### src/mpwc_pkg.sv
package mpwc_pkg;

   localparam int DEFAULT_CHANNELS     = 6;
   localparam int DEFAULT_COUNTER_BITS = 32;

   localparam int CHANNEL_W = 3;
   localparam int WIDTH_W   = 16;
   localparam int TPU_W     = 8;
   localparam int PERIOD_W  = 32;
   localparam int CSR_DATA_W = 32;

   localparam logic [TPU_W-1:0]    RESET_TICKS_PER_US   = 8'd50;
   localparam logic [PERIOD_W-1:0] RESET_TIMEOUT_PERIOD = 32'd1000000;

   localparam logic [WIDTH_W-1:0] WIDTH_SATURATED = 16'hFFFF;

   localparam logic OP_TICK      = 1'b0;
   localparam logic OP_EDGE      = 1'b1;
   localparam logic LEVEL_RISING = 1'b1;

   localparam logic REG_TICKS_PER_US   = 1'b0;
   localparam logic REG_TIMEOUT_PERIOD = 1'b1;

   typedef enum logic [1:0] {
      S_IDLE,
      S_EXEC,
      S_DIV,
      S_DONE
   } state_type;

   typedef struct packed {
      logic latch;
      logic div_start;
      logic div_step;
      logic commit;
   } cmd_type;

   typedef struct packed {
      logic need_div;
      logic div_last;
   } status_type;

endpackage

### src/mpwc_ctrl.sv
module mpwc_ctrl
   import mpwc_pkg::*;
(
   input  logic       clock,
   input  logic       reset,
   input  logic       req_valid,
   output logic       req_ready,
   output logic       rsp_valid,
   input  logic       rsp_ready,
   input  status_type status,
   output cmd_type    cmd
);

   state_type state_ff, state_in;
   logic      rsp_valid_ff, rsp_valid_in;
   logic      out_free;

   assign out_free  = !rsp_valid_ff || rsp_ready;
   assign req_ready = (state_ff == S_IDLE);
   assign rsp_valid = rsp_valid_ff;

   always_ff @(posedge clock) begin
      if (reset) begin
         state_ff     <= S_IDLE;
         rsp_valid_ff <= 1'b0;
      end else begin
         state_ff     <= state_in;
         rsp_valid_ff <= rsp_valid_in;
      end
   end

   always_comb begin
      state_in     = state_ff;
      cmd          = '0;
      rsp_valid_in = rsp_valid_ff && !rsp_ready;
      case (state_ff)
         S_IDLE: begin
            if (req_valid) begin
               cmd.latch = 1'b1;
               state_in  = S_EXEC;
            end
         end
         S_EXEC: begin
            if (status.need_div) begin
               cmd.div_start = 1'b1;
               state_in      = S_DIV;
            end else begin
               state_in = S_DONE;
            end
         end
         S_DIV: begin
            cmd.div_step = 1'b1;
            if (status.div_last) begin
               state_in = S_DONE;
            end
         end
         S_DONE: begin
            // hold the finished item until the output slot frees up
            if (out_free) begin
               cmd.commit   = 1'b1;
               rsp_valid_in = 1'b1;
               state_in     = S_IDLE;
            end
         end
         default: begin
            state_in = S_IDLE;
         end
      endcase
   end

endmodule

### src/mpwc_dp.sv
module mpwc_dp
   import mpwc_pkg::*;
#(
   parameter int CHANNELS     = DEFAULT_CHANNELS,
   parameter int COUNTER_BITS = DEFAULT_COUNTER_BITS
) (
   input  logic                  clock,
   input  logic                  reset,
   input  logic                  req_operation,
   input  logic [CHANNEL_W-1:0]  req_channel,
   input  logic                  req_pin_level,
   input  logic                  csr_write_enable,
   input  logic                  csr_index,
   input  logic [CSR_DATA_W-1:0] csr_write_data,
   input  cmd_type               cmd,
   output status_type            status,
   output logic [CHANNEL_W-1:0]  rsp_result_channel,
   output logic [WIDTH_W-1:0]    rsp_width_us,
   output logic                  rsp_new_width,
   output logic                  rsp_timed_out
);

   localparam int CH_IDX_W = (CHANNELS > 1) ? $clog2(CHANNELS) : 1;
   localparam int CH_EXT_W = 5;
   localparam int DIV_CNT_W = $clog2(COUNTER_BITS);

   // configuration
   logic [TPU_W-1:0]    tpu_ff;
   logic [PERIOD_W-1:0] period_ff;

   // latched transaction
   logic                 op_ff;
   logic [CHANNEL_W-1:0] ch_ff;
   logic                 level_ff;

   // block state
   logic [COUNTER_BITS-1:0] timer_ff;
   logic [COUNTER_BITS-1:0] capture_ff [CHANNELS];
   logic [WIDTH_W-1:0]      width_ff   [CHANNELS];
   logic                    flag_ff;

   // divider
   logic [TPU_W-1:0]        rem_ff, rem_in;
   logic [COUNTER_BITS-1:0] quo_ff, quo_in;
   logic [DIV_CNT_W-1:0]    cnt_ff;

   // output register
   logic [CHANNEL_W-1:0] out_ch_ff, out_ch_in;
   logic [WIDTH_W-1:0]   out_width_ff, out_width_in;
   logic                 out_new_ff, out_new_in;

   logic [CH_EXT_W-1:0]     ch_ext;
   logic [CH_IDX_W-1:0]     idx;
   logic                    in_range;
   logic [COUNTER_BITS-1:0] diff;
   logic                    meas_ok;
   logic                    tpu_zero;
   logic [TPU_W:0]          trial_dividend;
   logic [TPU_W:0]          trial;
   logic [31:0]             quo_ext;
   logic [WIDTH_W-1:0]      new_width_val;
   logic [COUNTER_BITS-1:0] reload_val;
   logic                    expire;
   logic                    flag_in;

   assign ch_ext     = CH_EXT_W'(ch_ff);
   assign idx        = ch_ext[CH_IDX_W-1:0];
   assign in_range   = ch_ext < CH_EXT_W'(CHANNELS);
   assign diff       = capture_ff[idx] - timer_ff;
   assign meas_ok    = (op_ff == OP_EDGE) && in_range && (level_ff != LEVEL_RISING)
                       && (diff != '0) && !diff[COUNTER_BITS-1];
   assign tpu_zero   = (tpu_ff == '0);
   assign reload_val = period_ff[COUNTER_BITS-1:0];
   assign expire     = (timer_ff <= COUNTER_BITS'(1));

   assign status.need_div = meas_ok && !tpu_zero;
   assign status.div_last = (cnt_ff == DIV_CNT_W'(COUNTER_BITS - 1));

   // restoring division, one quotient bit per cycle
   assign trial_dividend = {rem_ff, quo_ff[COUNTER_BITS-1]};
   assign trial          = trial_dividend - {1'b0, tpu_ff};

   always_comb begin
      if (trial_dividend >= {1'b0, tpu_ff}) begin
         rem_in = trial[TPU_W-1:0];
         quo_in = {quo_ff[COUNTER_BITS-2:0], 1'b1};
      end else begin
         rem_in = trial_dividend[TPU_W-1:0];
         quo_in = {quo_ff[COUNTER_BITS-2:0], 1'b0};
      end
   end

   assign quo_ext = 32'(quo_ff);

   always_comb begin
      if (tpu_zero || (quo_ext[31:WIDTH_W] != '0)) begin
         new_width_val = WIDTH_SATURATED;
      end else begin
         new_width_val = quo_ext[WIDTH_W-1:0];
      end
   end

   always_comb begin
      out_ch_in    = '0;
      out_width_in = '0;
      out_new_in   = 1'b0;
      flag_in      = flag_ff;
      if (op_ff == OP_TICK) begin
         if (expire) begin
            flag_in = 1'b1;
         end
      end else begin
         out_ch_in = ch_ff;
         if (meas_ok) begin
            out_width_in = new_width_val;
            out_new_in   = 1'b1;
            flag_in      = 1'b0;
         end else if (in_range) begin
            out_width_in = width_ff[idx];
         end
      end
   end

   always_ff @(posedge clock) begin
      if (reset) begin
         tpu_ff    <= RESET_TICKS_PER_US;
         period_ff <= RESET_TIMEOUT_PERIOD;
      end else if (csr_write_enable) begin
         case (csr_index)
            REG_TICKS_PER_US:   tpu_ff    <= csr_write_data[TPU_W-1:0];
            REG_TIMEOUT_PERIOD: period_ff <= csr_write_data[PERIOD_W-1:0];
            default: ;
         endcase
      end
   end

   always_ff @(posedge clock) begin
      if (cmd.latch) begin
         op_ff    <= req_operation;
         ch_ff    <= req_channel;
         level_ff <= req_pin_level;
      end
   end

   always_ff @(posedge clock) begin
      if (cmd.div_start) begin
         rem_ff <= '0;
         quo_ff <= diff;
         cnt_ff <= '0;
      end else if (cmd.div_step) begin
         rem_ff <= rem_in;
         quo_ff <= quo_in;
         cnt_ff <= cnt_ff + DIV_CNT_W'(1);
      end
   end

   always_ff @(posedge clock) begin
      if (reset) begin
         timer_ff <= COUNTER_BITS'(RESET_TIMEOUT_PERIOD);
         flag_ff  <= 1'b0;
         for (int i = 0; i < CHANNELS; i++) begin
            capture_ff[i] <= '0;
            width_ff[i]   <= '0;
         end
      end else if (cmd.commit) begin
         flag_ff <= flag_in;
         if (op_ff == OP_TICK) begin
            if (expire) begin
               timer_ff <= reload_val;
               for (int i = 0; i < CHANNELS; i++) begin
                  width_ff[i] <= '0;
               end
            end else begin
               timer_ff <= timer_ff - COUNTER_BITS'(1);
            end
         end else if (in_range) begin
            if (level_ff == LEVEL_RISING) begin
               capture_ff[idx] <= timer_ff;
            end else if (meas_ok) begin
               width_ff[idx] <= new_width_val;
               timer_ff      <= reload_val;
            end
         end
      end
   end

   always_ff @(posedge clock) begin
      if (cmd.commit) begin
         out_ch_ff    <= out_ch_in;
         out_width_ff <= out_width_in;
         out_new_ff   <= out_new_in;
      end
   end

   assign rsp_result_channel = out_ch_ff;
   assign rsp_width_us       = out_width_ff;
   assign rsp_new_width      = out_new_ff;
   assign rsp_timed_out      = flag_ff;

endmodule

### src/multichannel_pulse_width_capture.sv
// Pulse-width capture for up to CHANNELS receiver inputs sharing one down-counting
// timeout timer. Each request transaction is either a timer tick or a pin edge on a
// channel; each one yields exactly one response transaction carrying the channel, its
// stored width in microseconds (zero channel and width for a tick), a new-measurement
// flag and the timeout flag. A tick, a rising edge, an ignored edge or a falling edge
// with ticks_per_us at zero goes from acceptance through evaluation to commit; a
// falling edge that completes a valid measurement with a nonzero ticks_per_us also
// runs the restoring divider, which yields one quotient bit per cycle.
// The block works on one transaction at a time, but it accepts the next request while
// a finished response still waits in the output register; a response that is not taken
// holds the block in its final step. Write ticks_per_us (index 0) and timeout_period
// (index 1) only while idle; a new period takes effect at the next timer reload.
module multichannel_pulse_width_capture
   import mpwc_pkg::*;
#(
   parameter int CHANNELS     = DEFAULT_CHANNELS,
   parameter int COUNTER_BITS = DEFAULT_COUNTER_BITS
) (
   input  logic                  clock,
   input  logic                  reset,
   input  logic                  req_valid,
   output logic                  req_ready,
   input  logic                  req_operation,
   input  logic [CHANNEL_W-1:0]  req_channel,
   input  logic                  req_pin_level,
   output logic                  rsp_valid,
   input  logic                  rsp_ready,
   output logic [CHANNEL_W-1:0]  rsp_result_channel,
   output logic [WIDTH_W-1:0]    rsp_width_us,
   output logic                  rsp_new_width,
   output logic                  rsp_timed_out,
   input  logic                  csr_write_enable,
   input  logic                  csr_index,
   input  logic [CSR_DATA_W-1:0] csr_write_data
);

   cmd_type    cmd;
   status_type status;

   // sequencer: accept, evaluate, divide when needed, then commit into the output register
   mpwc_ctrl u_ctrl (
      .clock     (clock),
      .reset     (reset),
      .req_valid (req_valid),
      .req_ready (req_ready),
      .rsp_valid (rsp_valid),
      .rsp_ready (rsp_ready),
      .status    (status),
      .cmd       (cmd)
   );

   // timer, capture and width registers, divider and response payload
   mpwc_dp #(
      .CHANNELS     (CHANNELS),
      .COUNTER_BITS (COUNTER_BITS)
   ) u_dp (
      .clock              (clock),
      .reset              (reset),
      .req_operation      (req_operation),
      .req_channel        (req_channel),
      .req_pin_level      (req_pin_level),
      .csr_write_enable   (csr_write_enable),
      .csr_index          (csr_index),
      .csr_write_data     (csr_write_data),
      .cmd                (cmd),
      .status             (status),
      .rsp_result_channel (rsp_result_channel),
      .rsp_width_us       (rsp_width_us),
      .rsp_new_width      (rsp_new_width),
      .rsp_timed_out      (rsp_timed_out)
   );

   // a fresh measurement always clears the timeout flag
   a_new_clears_timeout: assert property (@(posedge clock) disable iff (reset)
      rsp_valid && rsp_new_width |-> !rsp_timed_out)
      else $error("new width reported with timeout flag set");

   // only an in-range channel can report a fresh measurement
   a_new_in_range: assert property (@(posedge clock) disable iff (reset)
      rsp_valid && rsp_new_width |-> (32'(rsp_result_channel) < CHANNELS))
      else $error("new width reported on an out-of-range channel");

   // one transaction at a time: busy right after acceptance
   a_busy_after_accept: assert property (@(posedge clock) disable iff (reset)
      req_valid && req_ready |=> !req_ready)
      else $error("request accepted while a transaction is in flight");

   // the divider runs only for valid falling edges, and every request still passes through
   // the evaluate and commit states, so no response appears right after acceptance
   a_no_early_response: assert property (@(posedge clock) disable iff (reset)
      req_valid && req_ready |=> !(rsp_valid && !$past(rsp_valid)))
      else $error("response produced one cycle after acceptance");

endmodule
### config.mk
export PLATFORM = sky130hd
export DESIGN_NAME = multichannel_pulse_width_capture
export DESIGN_NICKNAME = d
export VERILOG_FILES = /design/src/mpwc_pkg.sv /design/src/mpwc_ctrl.sv /design/src/mpwc_dp.sv /design/src/multichannel_pulse_width_capture.sv
export SDC_FILE = /design/constraint.sdc
export NUM_CORES = 1
export LEC_CHECK = 0
export BUFFER_PORTS_ARGS = -buffer_cell sky130_fd_sc_hd__buf_2
export CORE_ASPECT_RATIO = 1.25
export CORE_MARGIN = 4
export CORE_UTILIZATION = 55
export CTS_CLUSTER_DIAMETER = 40
export DETAILED_ROUTE_END_ITERATION = 10
export MAX_ROUTING_LAYER = met4
export PLACE_DENSITY_LB_ADDON = 0.12
export SYNTH_ARGS = -nofsm -noshare
export SYNTH_HDL_FRONTEND = slang
export SYNTH_SLANG_ARGS = --single-unit
### constraint.sdc
create_clock -name clock -period 7.79 [get_ports clock]
set_input_delay 0.779 -clock clock [delete_from_list [all_inputs] [get_ports clock]]
set_output_delay 0.779 -clock clock [all_outputs]
set_load 0.005 [all_outputs]
==> After elaboration in Yosys (flattened, before gate mapping) <==
Memory sizes are Yosys's and may differ from the RTL's. A register that Yosys moved wholly into a read port is not among the register bits.
Cells that the tools add are included.
{ "op_classes": {"n_eq_ne": 10, "n_addsub": 4, "muxes": 63, "reduce_logical": 25, "n_lt_le_gt_ge": 3, "n_bitwise": 8} }
{ "ops": {"columns": ["operator", "count"], "rows": [
  ["$mux 32", 8],
  ["$mux 16", 10],
  ["$mux 1", 36],
  ["$le 32x1->1 const B", 1],
  ["$reduce_bool 32->1", 1],
  ["$reduce_or 32->1", 1],
  ["$sub 32x1->32 const B", 1],
  ["$sub 32x32->32", 1],
  ["$reduce_bool 16->1", 1],
  ["$reduce_or 16->1", 1],
  ["$mux 3", 4],
  ["$ne 2x2->1 const B", 5],
  ["$ge 9x8->1", 1],
  ["$logic_not 8->1", 1],
  ["$mux 8", 1],
  ["$pmux 2 s4", 1],
  ["$sub 8x8->8", 1],
  ["$logic_and 1x1->1", 6],
  ["$mux 2", 3],
  ["$or 1x1->1", 6],
  ["$reduce_and 3->1", 2],
  ["$add 5x1->5 const B", 1],
  ["$eq 5x5->1 const B", 1],
  ["$eq 2x2->1 const B", 2],
  ["10 further kinds", 17]
]} }
{ "word_totals": {"wordCells": 130, "inputBits": 43, "ramBits": 288, "memories": 2, "regBits": 146} }
{ "memory_table": {"columns": ["memory", "words", "width", "rd", "rd_clocked_by_memory_dff", "wr", "line", "text"], "rows": [
  ["u_dp.capture_ff", 6, 32, 1, 1, 6, "mpwc_dp.sv:38", "logic [COUNTER_BITS-1:0] capture_ff [CHANNELS];"],
  ["u_dp.width_ff", 6, 16, 1, 1, 6, "mpwc_dp.sv:39", "logic [WIDTH_W-1:0] width_ff [CHANNELS];"]
]} }

==> Longest topological paths before layout <==
Gate-level depths: netlist of the first run.
{ "depth": {"word_depth": 14, "ltp_mapped": 22, "ltp_nobuf": 15} }

==> Modules after synthesis <==
From an unflattened synthesis of the first run, not the netlist that was laid out.
{ "unflattened": {"cells_unflattened": 2118, "hier_area_um2": 26127.6} }
{ "modules_own_cells": {"columns": ["module", "cells_each", "area_each_um2", "instances", "seq_area_each_um2"], "rows": [
  ["mpwc_dp", 2092, 25872.3, 1, 15024.4],
  ["mpwc_ctrl", 26, 255.2, 1, 60.1]
]} }

==> Least setup slack after synthesis of the first run <==
Ideal clock, no wire load.
{ "synth_timing": {"path_type": "register to register", "startpoint": "register with a tool-made name", "endpoint": "register u_dp.quo_ff[0], in the netlist u_dp.quo_ext[0], enable pin", "path_slack_ps": 168, "setup_ps": 466, "synth_period_minus_slack_ps": 7622, "t_required_ps": 7324, "n_path_buf": 7, "arrival_time_ps": 7156, "path_stages_with_launch": 21, "path_cell_list": "dfxtp_1 clkbuf_1 buf_1 buf_1 mux4_2 mux2_2 ha_1 buf_6 and3_1 buf_6 a22o_1 a311o_1 o31a_1 a31oi_2 xnor2_1 or4_1 nor2_1 a31o_1 buf_4 clkbuf_1 o21ai_0"} }
{ "synth_lines": {"columns": ["item", "line", "text"], "rows": [
  ["to (signal assigned)", "mpwc_dp.sv:148", "quo_ff <= diff;"],
  ["to (signal assigned)", "mpwc_dp.sv:152", "quo_ff <= quo_in;"],
  ["to (decl)", "mpwc_dp.sv:44", "logic [COUNTER_BITS-1:0] quo_ff, quo_in;"]
]} }

==> out/results.txt, run 1 <==
The number of levels in the clock H-tree is 3. The main combinational cell family by area after synthesis is simple AND/OR/NAND/NOR gates. Leaving out fill and tap cells, the most frequent cells in the layout are sky130_fd_sc_hd__edfxtp_1, sky130_fd_sc_hd__nor2_1, sky130_fd_sc_hd__nand2_1. Yosys mapped a number of flops with a built-in enable equal to 441. The total chip power is 9.58 mW.

The number of pins with negative max-slew slack in the final report came out at 0. The synthesized-area fraction occupied by ao, oa, aoi and oai cells is 8.57%, and the post-CTS setup-driven buffer insertion count is 0. The required time at the worst-slack endpoint came out at 8.10 ns. Leaving out fill and tap cells, the most frequent cell in the layout is sky130_fd_sc_hd__edfxtp_1.

The wire-length estimate of the detail-placed layout is 43600 um. The tools report the clock sink count as 533. The first routing iteration left 1724 violations. TritonCTS built the clock tree. The normalized max-slew margin is 21.2%. In this run the horizontal extent of the chip is 201 um. The area of the die was 50100 um2; the final-report hold violation count was 0. The initial antenna violation count was 0.

The initial utilization of the core area, before any placement, comes to 55.5%. The max-capacitance violation count was 0; the residual overflow from global routing was 0. The basic-gate share of the synthesized area counting and, or, nand and nor cells is 12.7%, and the proportion of netlist area held by the largest area contributor is 51.8%. The region available for standard cell placement spans 46100 um2. The post-placement setup slack is 1.22 ns, and the die height is 249 um. The data arrival time at the worst-slack endpoint is 6.88 ns, and the number of unique standard cell types used by synthesis is 78. For this run, asynchronously set or reset flops after synthesis account for 0%. The tools report the number of antenna cells inserted as 0. The logs give 0 for the count of unresolved DRC violations after routing and 0.60 ns for the clock latency on the worst-skew pair. The area growth from synthesis to layout was 13.3%.

Port buffering added 65 buffers. Setup violations remaining at the end of the flow were counted as 0. Of the total synthesized cell area, the portion taken by XOR and XNOR cells is 0.753%. The number of nets in the final layout was 2302. Across the VDD grid, the largest voltage drop is 208 uV. Setup clock skew after layout: 0.0291 ns. sky130_fd_sc_hd__edfxtp_1 takes more of the synthesized area than any other cell. The number of warnings printed during yosys synthesis was 0; the fraction of the mapped netlist area in adder cells was 2.46%. Sorting the synthesized cells by area gives the leading types as sky130_fd_sc_hd__edfxtp_1, sky130_fd_sc_hd__mux4_2, sky130_fd_sc_hd__dfxtp_1.

The tightest min-delay check is of the input port to register type. Start-to-end type of the worst setup path: register to register. The global placer's final weighted congestion came out at 0.925. The tightest hold path in the finished design has a slack of 0.357 ns. The most used flip-flop cell after synthesis is sky130_fd_sc_hd__edfxtp_1. Averaged over all synthesized cells, the footprint is 12.3 um2. The number of hold-repair buffers added at the cts stage was 0; the final period utilization was 84.3%. Setup total negative slack on the finished layout was measured at 0 ns. The initialized floorplan defines 88 standard-cell rows. The clock tree root driver cell is sky130_fd_sc_hd__clkbuf_16. Static timing analysis puts the maximum clock frequency at 0.152 GHz. The run finished with clean final reports. The core utilization of the finished layout was 62.8%; the detail-routed net length per standard cell was 23.7 um. The logs give 27.4% for the total global-route track usage and 6 for the count of TritonRoute iterations in the first routing pass.

Across all setup checks in the final design, the least slack found is 1.22 ns. The mux cell area share after synthesis is 12.5%, and the flip-flop and latch count after synthesis is 533. Number of buffers created by CTS: 68. The signal on the critical path passes through buf_4 > mux4_2 > mux2_2 > ha_1 > nor2b_1 > o2111ai_1 > a21boi_0 > or3_1 > a2111o_1 > nor4_1 > nand4b_1 > nor2_1 > a31o_2 > buf_4 > or3_1 > nor2_1.

The run gives 67500 um as the wire length after detailed routing. The worst setup path is launched from a register. Summed over all cells, the static leakage comes to 10.7 nW.

The cell area that synthesis handed to floorplanning was 25600 um2. Dividing the detail-routed via count by the number of cells gives 6.21. The tools report the share of the yosys chip area belonging to registers as 59.0%.

The via count of the first global-routing pass is 17800, and the time the worst path needs with I/O delays and setup is 6.57 ns. The run gives 0 as the number of gates resized after cts. Along the worst path, the maximum fanout reaches 49.

The ratio of cells with drive above 1 in the final layout works out to 17.5%. Setup repair after global routing left no endpoint under its margin. The worst-path cell with the longest stage delay was sky130_fd_sc_hd__dfxtp_4. The final antenna-violating net count came out at 0. In this design, the stage delay of the slowest critical-path cell is 0.69 ns. In the synthesized netlist, the number of instances is 2082. The ratio of total power to cell area is 330 nW/um2.

The kind of end point of the critical path is a register. The tools report the total via count in the routed design as 17700. The first global-routing pass estimated 103000 um of wire. For the number of I/O pins, the log shows 66.

For the pin with the worst max-slew slack, the measured transition is 1.18 ns. Clock-pin slew was measured on the worst setup and hold paths at 0.06 ns. Number of buffers on the longest clock path: 3. The tools report the pin count of the biggest net entering global routing as 79.
-- sequential cells by signal (all words and copies together), names as in the netlist, 5 cells and up, named ones only --
| signal | flops |
|---|---|
| u_dp.rem_ff | 8 |
| u_dp.cnt_ff | 5 |
| u_dp.period_ff | 32 |
| u_dp.quo_ext | 32 |
| u_dp.timer_ff | 32 |
| u_dp.tpu_ff | 8 |
| u_dp.capture_ff | 256 |
| u_dp.rsp_width_us | 16 |
| u_dp.width_ff | 128 |
-- power by group --
group          internal (mW)  total [mW]  switching (mW)
logic                   1.22        2.97            1.75
registers               3.35        3.57           0.223
clock network           1.75        3.03            1.28
-- area by class of cell --
type                            count  area [um2]
Fill cell                        3647       17200
Sequential cell                   533       15100
Multi-Input combinational cell   1390        9900
Clock buffer                       78        1770
Tap cell                          585         732
Timing Repair Buffer              105         638
Clock inverter                     45         432
Inverter                          112         420
-- per-stage QoR --
| stage | std cells | area (um2) |
|---|---|---|
| 4_1_cts | 2848 | 29000 |
| 3_5_place_dp | 2725 | 26800 |
| 3_3_place_gp | 2725 | 26800 |
| 2_1_floorplan | 2177 | 25900 |
| 6_report | 2848 | 29000 |
| 5_1_grt | 2848 | 29000 |
-- worst max-delay path: cells and delay by family (launching register included) --
family | cells | cell delay [ns]
fa+ha+maj | 1 | 0.31
mux | 2 | 0.81
simple gates | 7 | 1.80
buf+inv | 2 | 0.89
flops | 1 | 0.69
compound gates | 4 | 1.73
-- worst paths after layout --
| kind | from | to | slack, ns | cells after the start |
|---|---|---|---|---|
| worst max register to register | register | u_dp.width_ff[4][9] | 1.22 | 16 |
| worst min register to register | u_dp.period_ff[7] | u_dp.period_ff[7] | 0.46 | 2 |
| worst max-delay path | register | u_dp.width_ff[4][9] | 1.22 | 16 |
| worst min-delay path | req_pin_level | u_dp.level_ff | 0.36 | 1 |
-- synthesized netlist by cell type, types with 12 or more instances --
library cell,instances
sky130_fd_sc_hd__nor4_1,50
sky130_fd_sc_hd__clkbuf_1,98
sky130_fd_sc_hd__xnor2_1,12
sky130_fd_sc_hd__dfxtp_1,92
sky130_fd_sc_hd__mux2_1,20
sky130_fd_sc_hd__or3_1,17
sky130_fd_sc_hd__nand2_1,171
sky130_fd_sc_hd__nor2_1,221
sky130_fd_sc_hd__buf_1,16
sky130_fd_sc_hd__a21o_1,19
sky130_fd_sc_hd__buf_2,16
sky130_fd_sc_hd__mux2i_1,19
sky130_fd_sc_hd__a21oi_1,102
sky130_fd_sc_hd__o21ai_0,77
sky130_fd_sc_hd__o211ai_1,15
sky130_fd_sc_hd__nor3_1,129
sky130_fd_sc_hd__mux2_2,54
sky130_fd_sc_hd__inv_1,110
sky130_fd_sc_hd__ha_1,47
sky130_fd_sc_hd__and2_1,17
sky130_fd_sc_hd__nand3_1,40
sky130_fd_sc_hd__mux4_2,96
sky130_fd_sc_hd__edfxtp_1,441
-- kinds of logic (layout without fill, tap and decap cells) --
logic type,Yosys count,after routing
muxes,189,189
and+or+nand+nor,703,703
buffers and inverters,254,340
adders and majority gates,49,49
AOI/OAI and AO/OA,331,331
xor gates and xnor gates,22,22
DFF,533,533
other,1,96
-- metal layers --
metal | GRT usage, % | routed length, um | vias up
li1 | - | - | 7991
met1 | 34.0 | 26400 | 8787
met2 | 45.1 | 33800 | 732
met3 | 3.45 | 4110 | 163
met4 | 13.1 | 3230 | 0
met5 | - | 0 | -
No activity file was read; power rests on OpenSTA's default activity.
==> run 2, diff against run 1 <==
clock period = 6.65 ns   (was 7.79 ns; I/O delays follow)
==> run 2 against run 1 <==
  * Sequential share of layout area shrank 0.22 points
  * Setup slack lost 0.78 ns
  * Global-route usage grew 0.20 points
  * Wire length grew 0.48%
  * Clock power grew 23%
  * Non-clock buffer count grew 6
  * Combinational power grew 19%
  * Worst hold slack lost 0.11 ns
  * Clock skew grew 0.0017 ns
  * Via count shrank 0.40%
  * Largest power group unchanged
==> out/results.txt, run 2 (synthesis gave the netlist of run 1 again) <==
For the number of I/O pins, the log shows 66 (unchanged). The tools report the starting utilization of the core area as 55.5% (unchanged). The final-report hold violation count was 0 (unchanged); the first-pass GRT wire length was 104000 um (+0.45%). The area growth from synthesis to layout came out at 13.8%. The number of logic stages on the critical path including buffering is 16 (unchanged).

The final period utilization works out to 93.3% (+9.0 points). Setup repair after global routing left no endpoint under its margin. For the clock sink count, the log shows 533 (unchanged). The run finished with clean final reports.

The worst vdd rail ir drop is 307 uV (+48%), and the total core area is 46100 um2 (unchanged). The initial antenna violation count was 0 (unchanged); the buffering stage count on the worst path with inverters included was 2 (unchanged). The tools report the number of gates resized after cts as 0 (unchanged). The number of DRC violations after detailed-routing iteration 0 was 1533 (-11%); the post-route worst hold slack was 0.248 ns (-0.109 ns). The final antenna-violating net count is 0 (unchanged).

For the number of buffers on the longest clock path, the log shows 3 (unchanged). The largest registers in the layout are u_dp.capture_ff (256), u_dp.width_ff (128). STA classifies the critical path endpoint as a register. The floorplan row count is 88 (unchanged), and the required time at the worst-slack endpoint is 6.98 ns (-1.12 ns). The tools report the count of unresolved DRC violations after routing as 0 (unchanged). The start-to-end type of the worst setup path was register to register. The number of hold-repair buffers added at the cts stage is 0 (unchanged).

In this run the critical register-to-register path is captured at u_dp.quo_ext[10]. The tools report the worst setup slack for register-to-register paths as 0.44 ns (-0.78 ns). For the pin count of the biggest net entering global routing, the log shows 62 (-22%). The leakage power was 10.7 nW (+0.72%); the detail-routed net length per standard cell was 23.8 um (+0.38%). The tools report the number of buffers created by CTS as 68 (unchanged).

The slew of the pin with the lowest slew margin works out to 1.25 ns (+0.0707 ns). In the layout the commonest cells are sky130_fd_sc_hd__edfxtp_1, sky130_fd_sc_hd__nor2_1, sky130_fd_sc_hd__nand2_1. The chip width was 201 um (unchanged). The tools report the capture point of the critical path as u_dp.quo_ext[10].

For the via count of the first global-routing pass, the log shows 17600 (-1.0%). The run gives 11.4 mW (+19%) as the total chip power. Leaving out fill and tap cells, the most frequent cell in the layout is sky130_fd_sc_hd__edfxtp_1. The run gives 0 (unchanged) as the residual overflow from global routing. For the area of the die, the log shows 50100 um2 (unchanged).

The global placer's final weighted congestion is 0.949 (+2.5%), and the setup clock skew after layout is 0.0308 ns (+0.00167 ns). The worst-path cell with the longest stage delay is sky130_fd_sc_hd__dfxtp_4. Register with the most flip-flops: u_dp.capture_ff. The clock transition time at the flip-flop clock pins of the worst setup and hold paths is 0.06 ns (about the same), and the detail-routed via count per cell is 6.17 (-0.51%).

TritonCTS built the clock tree. The tools report the normalized max-slew margin as 16.4% (-4.8 points). For the number of levels in the clock H-tree, the log shows 3 (unchanged).

The signal on the critical path passes through buf_4 > mux4_2 > mux2_2 > ha_1 > o21a_1 > o21ai_0 > o21ba_2 > o211ai_1 > a21oi_1 > o211ai_1 > a2111oi_1 > nor2_1 > a31o_2 > nor2_4 > buf_12 > mux2_1. The tools report the max-capacitance violation count as 0 (unchanged). The time the worst path needs with I/O delays and setup was 6.21 ns (-0.362 ns); the largest stage delay on the critical path was 0.76 ns (+0.07 ns).

For the number of nets in the final layout, the log shows 2309 (+0.30%). The path class of the tightest hold or removal check is input port to register. The ratio of total power to cell area is 392 nW/um2 (+19%). The ratio of cells with drive above 1 in the final layout is 17.5% (-0.067 points).

The cell depth of the worst flop-to-flop path was 16 (unchanged). Critical path's most frequent cell: sky130_fd_sc_hd__o211ai_1. The worst-path maximum fanout is 31 (-37%). The logs give 6.53 ns (-0.35 ns) for the data arrival time at the worst-slack endpoint and 0 (unchanged) for the number of pins with negative max-slew slack in the final report. The die height works out to 249 um (unchanged).

The count of buffers inserted at the top-level ports works out to 65 (unchanged). The logs give 27.6% (+0.20 points) for the total global-route track usage and 0 (unchanged) for the number of antenna cells inserted. The run gives 0.161 GHz (+5.8%) as the maximum achievable frequency.

The kind of cell adding the most delay to the critical path is compound AO/OA/AOI/OAI gates. Clock tree root driver cell: sky130_fd_sc_hd__clkbuf_16. The number of flip-flops under the largest register name is 256 (unchanged). The clock latency on the worst-skew pair came out at 0.60 ns (about the same). The tools report the post-CTS setup-driven buffer insertion count as 0 (unchanged). The tools report the post-place instance area as 26800 um2 (+0.22%). The logs give 43900 um (+0.67%) for the detailed placement HPWL and 17600 (-0.40%) for the total via count in the routed design. The final setup violation count is 0 (unchanged), and the final cell area excluding filler cells is 29100 um2 (+0.43%). For the wire length after detailed routing, the log shows 67800 um (+0.48%). Kind of launch point of the worst setup path: a register.

The count of TritonRoute iterations in the first routing pass was 6 (unchanged).
==> run 2: changes by cell type in the layout (fill, tap and decap cells not counted), moves of 2 or more <==
cell | before | now
sky130_fd_sc_hd__bufinv_16 | 2 | 9
sky130_fd_sc_hd__clkinv_1 | 5 | 12
sky130_fd_sc_hd__buf_4 | 39 | 44
sky130_fd_sc_hd__clkinvlp_4 | 10 | 5
sky130_fd_sc_hd__clkinv_4 | 7 | 3
sky130_fd_sc_hd__clkinv_8 | 4 | 0
sky130_fd_sc_hd__clkbuf_1 | 7 | 5
sky130_fd_sc_hd__inv_6 | 10 | 12
sky130_fd_sc_hd__inv_8 | 4 | 2
sky130_fd_sc_hd__nor2_2 | 1 | 3
==> run 2: worst reg2reg max path, stage by stage (launching register included) <==
cell and delay [ns]:
sky130_fd_sc_hd__dfxtp_4 0.76, sky130_fd_sc_hd__buf_4 0.39, sky130_fd_sc_hd__mux4_2 0.51, sky130_fd_sc_hd__mux2_2 0.30
sky130_fd_sc_hd__ha_1 0.43, sky130_fd_sc_hd__o21a_1 0.26, sky130_fd_sc_hd__o21ai_0 0.15, sky130_fd_sc_hd__o21ba_2 0.29
sky130_fd_sc_hd__o211ai_1 0.14, sky130_fd_sc_hd__a21oi_1 0.36, sky130_fd_sc_hd__o211ai_1 0.16, sky130_fd_sc_hd__a2111oi_1 0.57
sky130_fd_sc_hd__nor2_1 0.11, sky130_fd_sc_hd__a31o_2 0.41, sky130_fd_sc_hd__nor2_4 0.48, sky130_fd_sc_hd__buf_12 0.27
sky130_fd_sc_hd__mux2_1 0.36
==> run 2: how the worst min path moves through the flow <==
stage / startpoint / end / cells past startpoint
2_1_floorplan: u_dp.period_ff[3] / u_dp.period_ff[3] / 2
3_3_place_gp: u_dp.period_ff[3] / u_dp.period_ff[3] / 2
3_5_place_dp: u_dp.period_ff[29] / u_dp.period_ff[29] / 2
4_1_cts: req_pin_level / u_dp.level_ff / 1
5_1_grt: req_pin_level / u_dp.level_ff / 1
6_report: req_pin_level / u_dp.level_ff / 1
==> run 2: metal layers <==
layer | wire (um) | up-vias | track usage [%] | part of all wire (%)
met5 | 0 | - | - | 0
met4 | 3120 | 0 | 12.4 | 4.6
met3 | 4490 | 173 | 4.88 | 6.6
met2 | 33700 | 664 | 45.2 | 50
met1 | 26500 | 8766 | 33.9 | 39
li1 | - | 7999 | - | -
==> run 2: stage by stage <==
stage | util, % | worst slack [ns] | std cells | TNS [ns]
finish | 63.1 | 0.444 | 2851 | 0
floorplan | - | -0.171 | 2177 | -15.76
global placement | 58.2 | 0.477 | 2731 | 0
detailed placement | 58.2 | 0.416 | 2731 | 0
CTS | 63.1 | 0.391 | 2850 | 0
global route | 63.1 | 0.0174 | 2851 | 0
==> run 2: report_power, final <==
group / internal [mW] / switching, mW
registers: 3.92 / 0.236
clock network: 2.27 / 1.45
logic: 1.45 / 2.08
==> run 2: layout make-up <==
class	instances	area, um2
Multi-Input combinational cell	1391	9900
Clock inverter	45	519
Timing Repair Buffer	111	696
Inverter	112	420
Sequential cell	533	15100
Tap cell	585	732
Clock buffer	74	1750
Fill cell	3574	17000
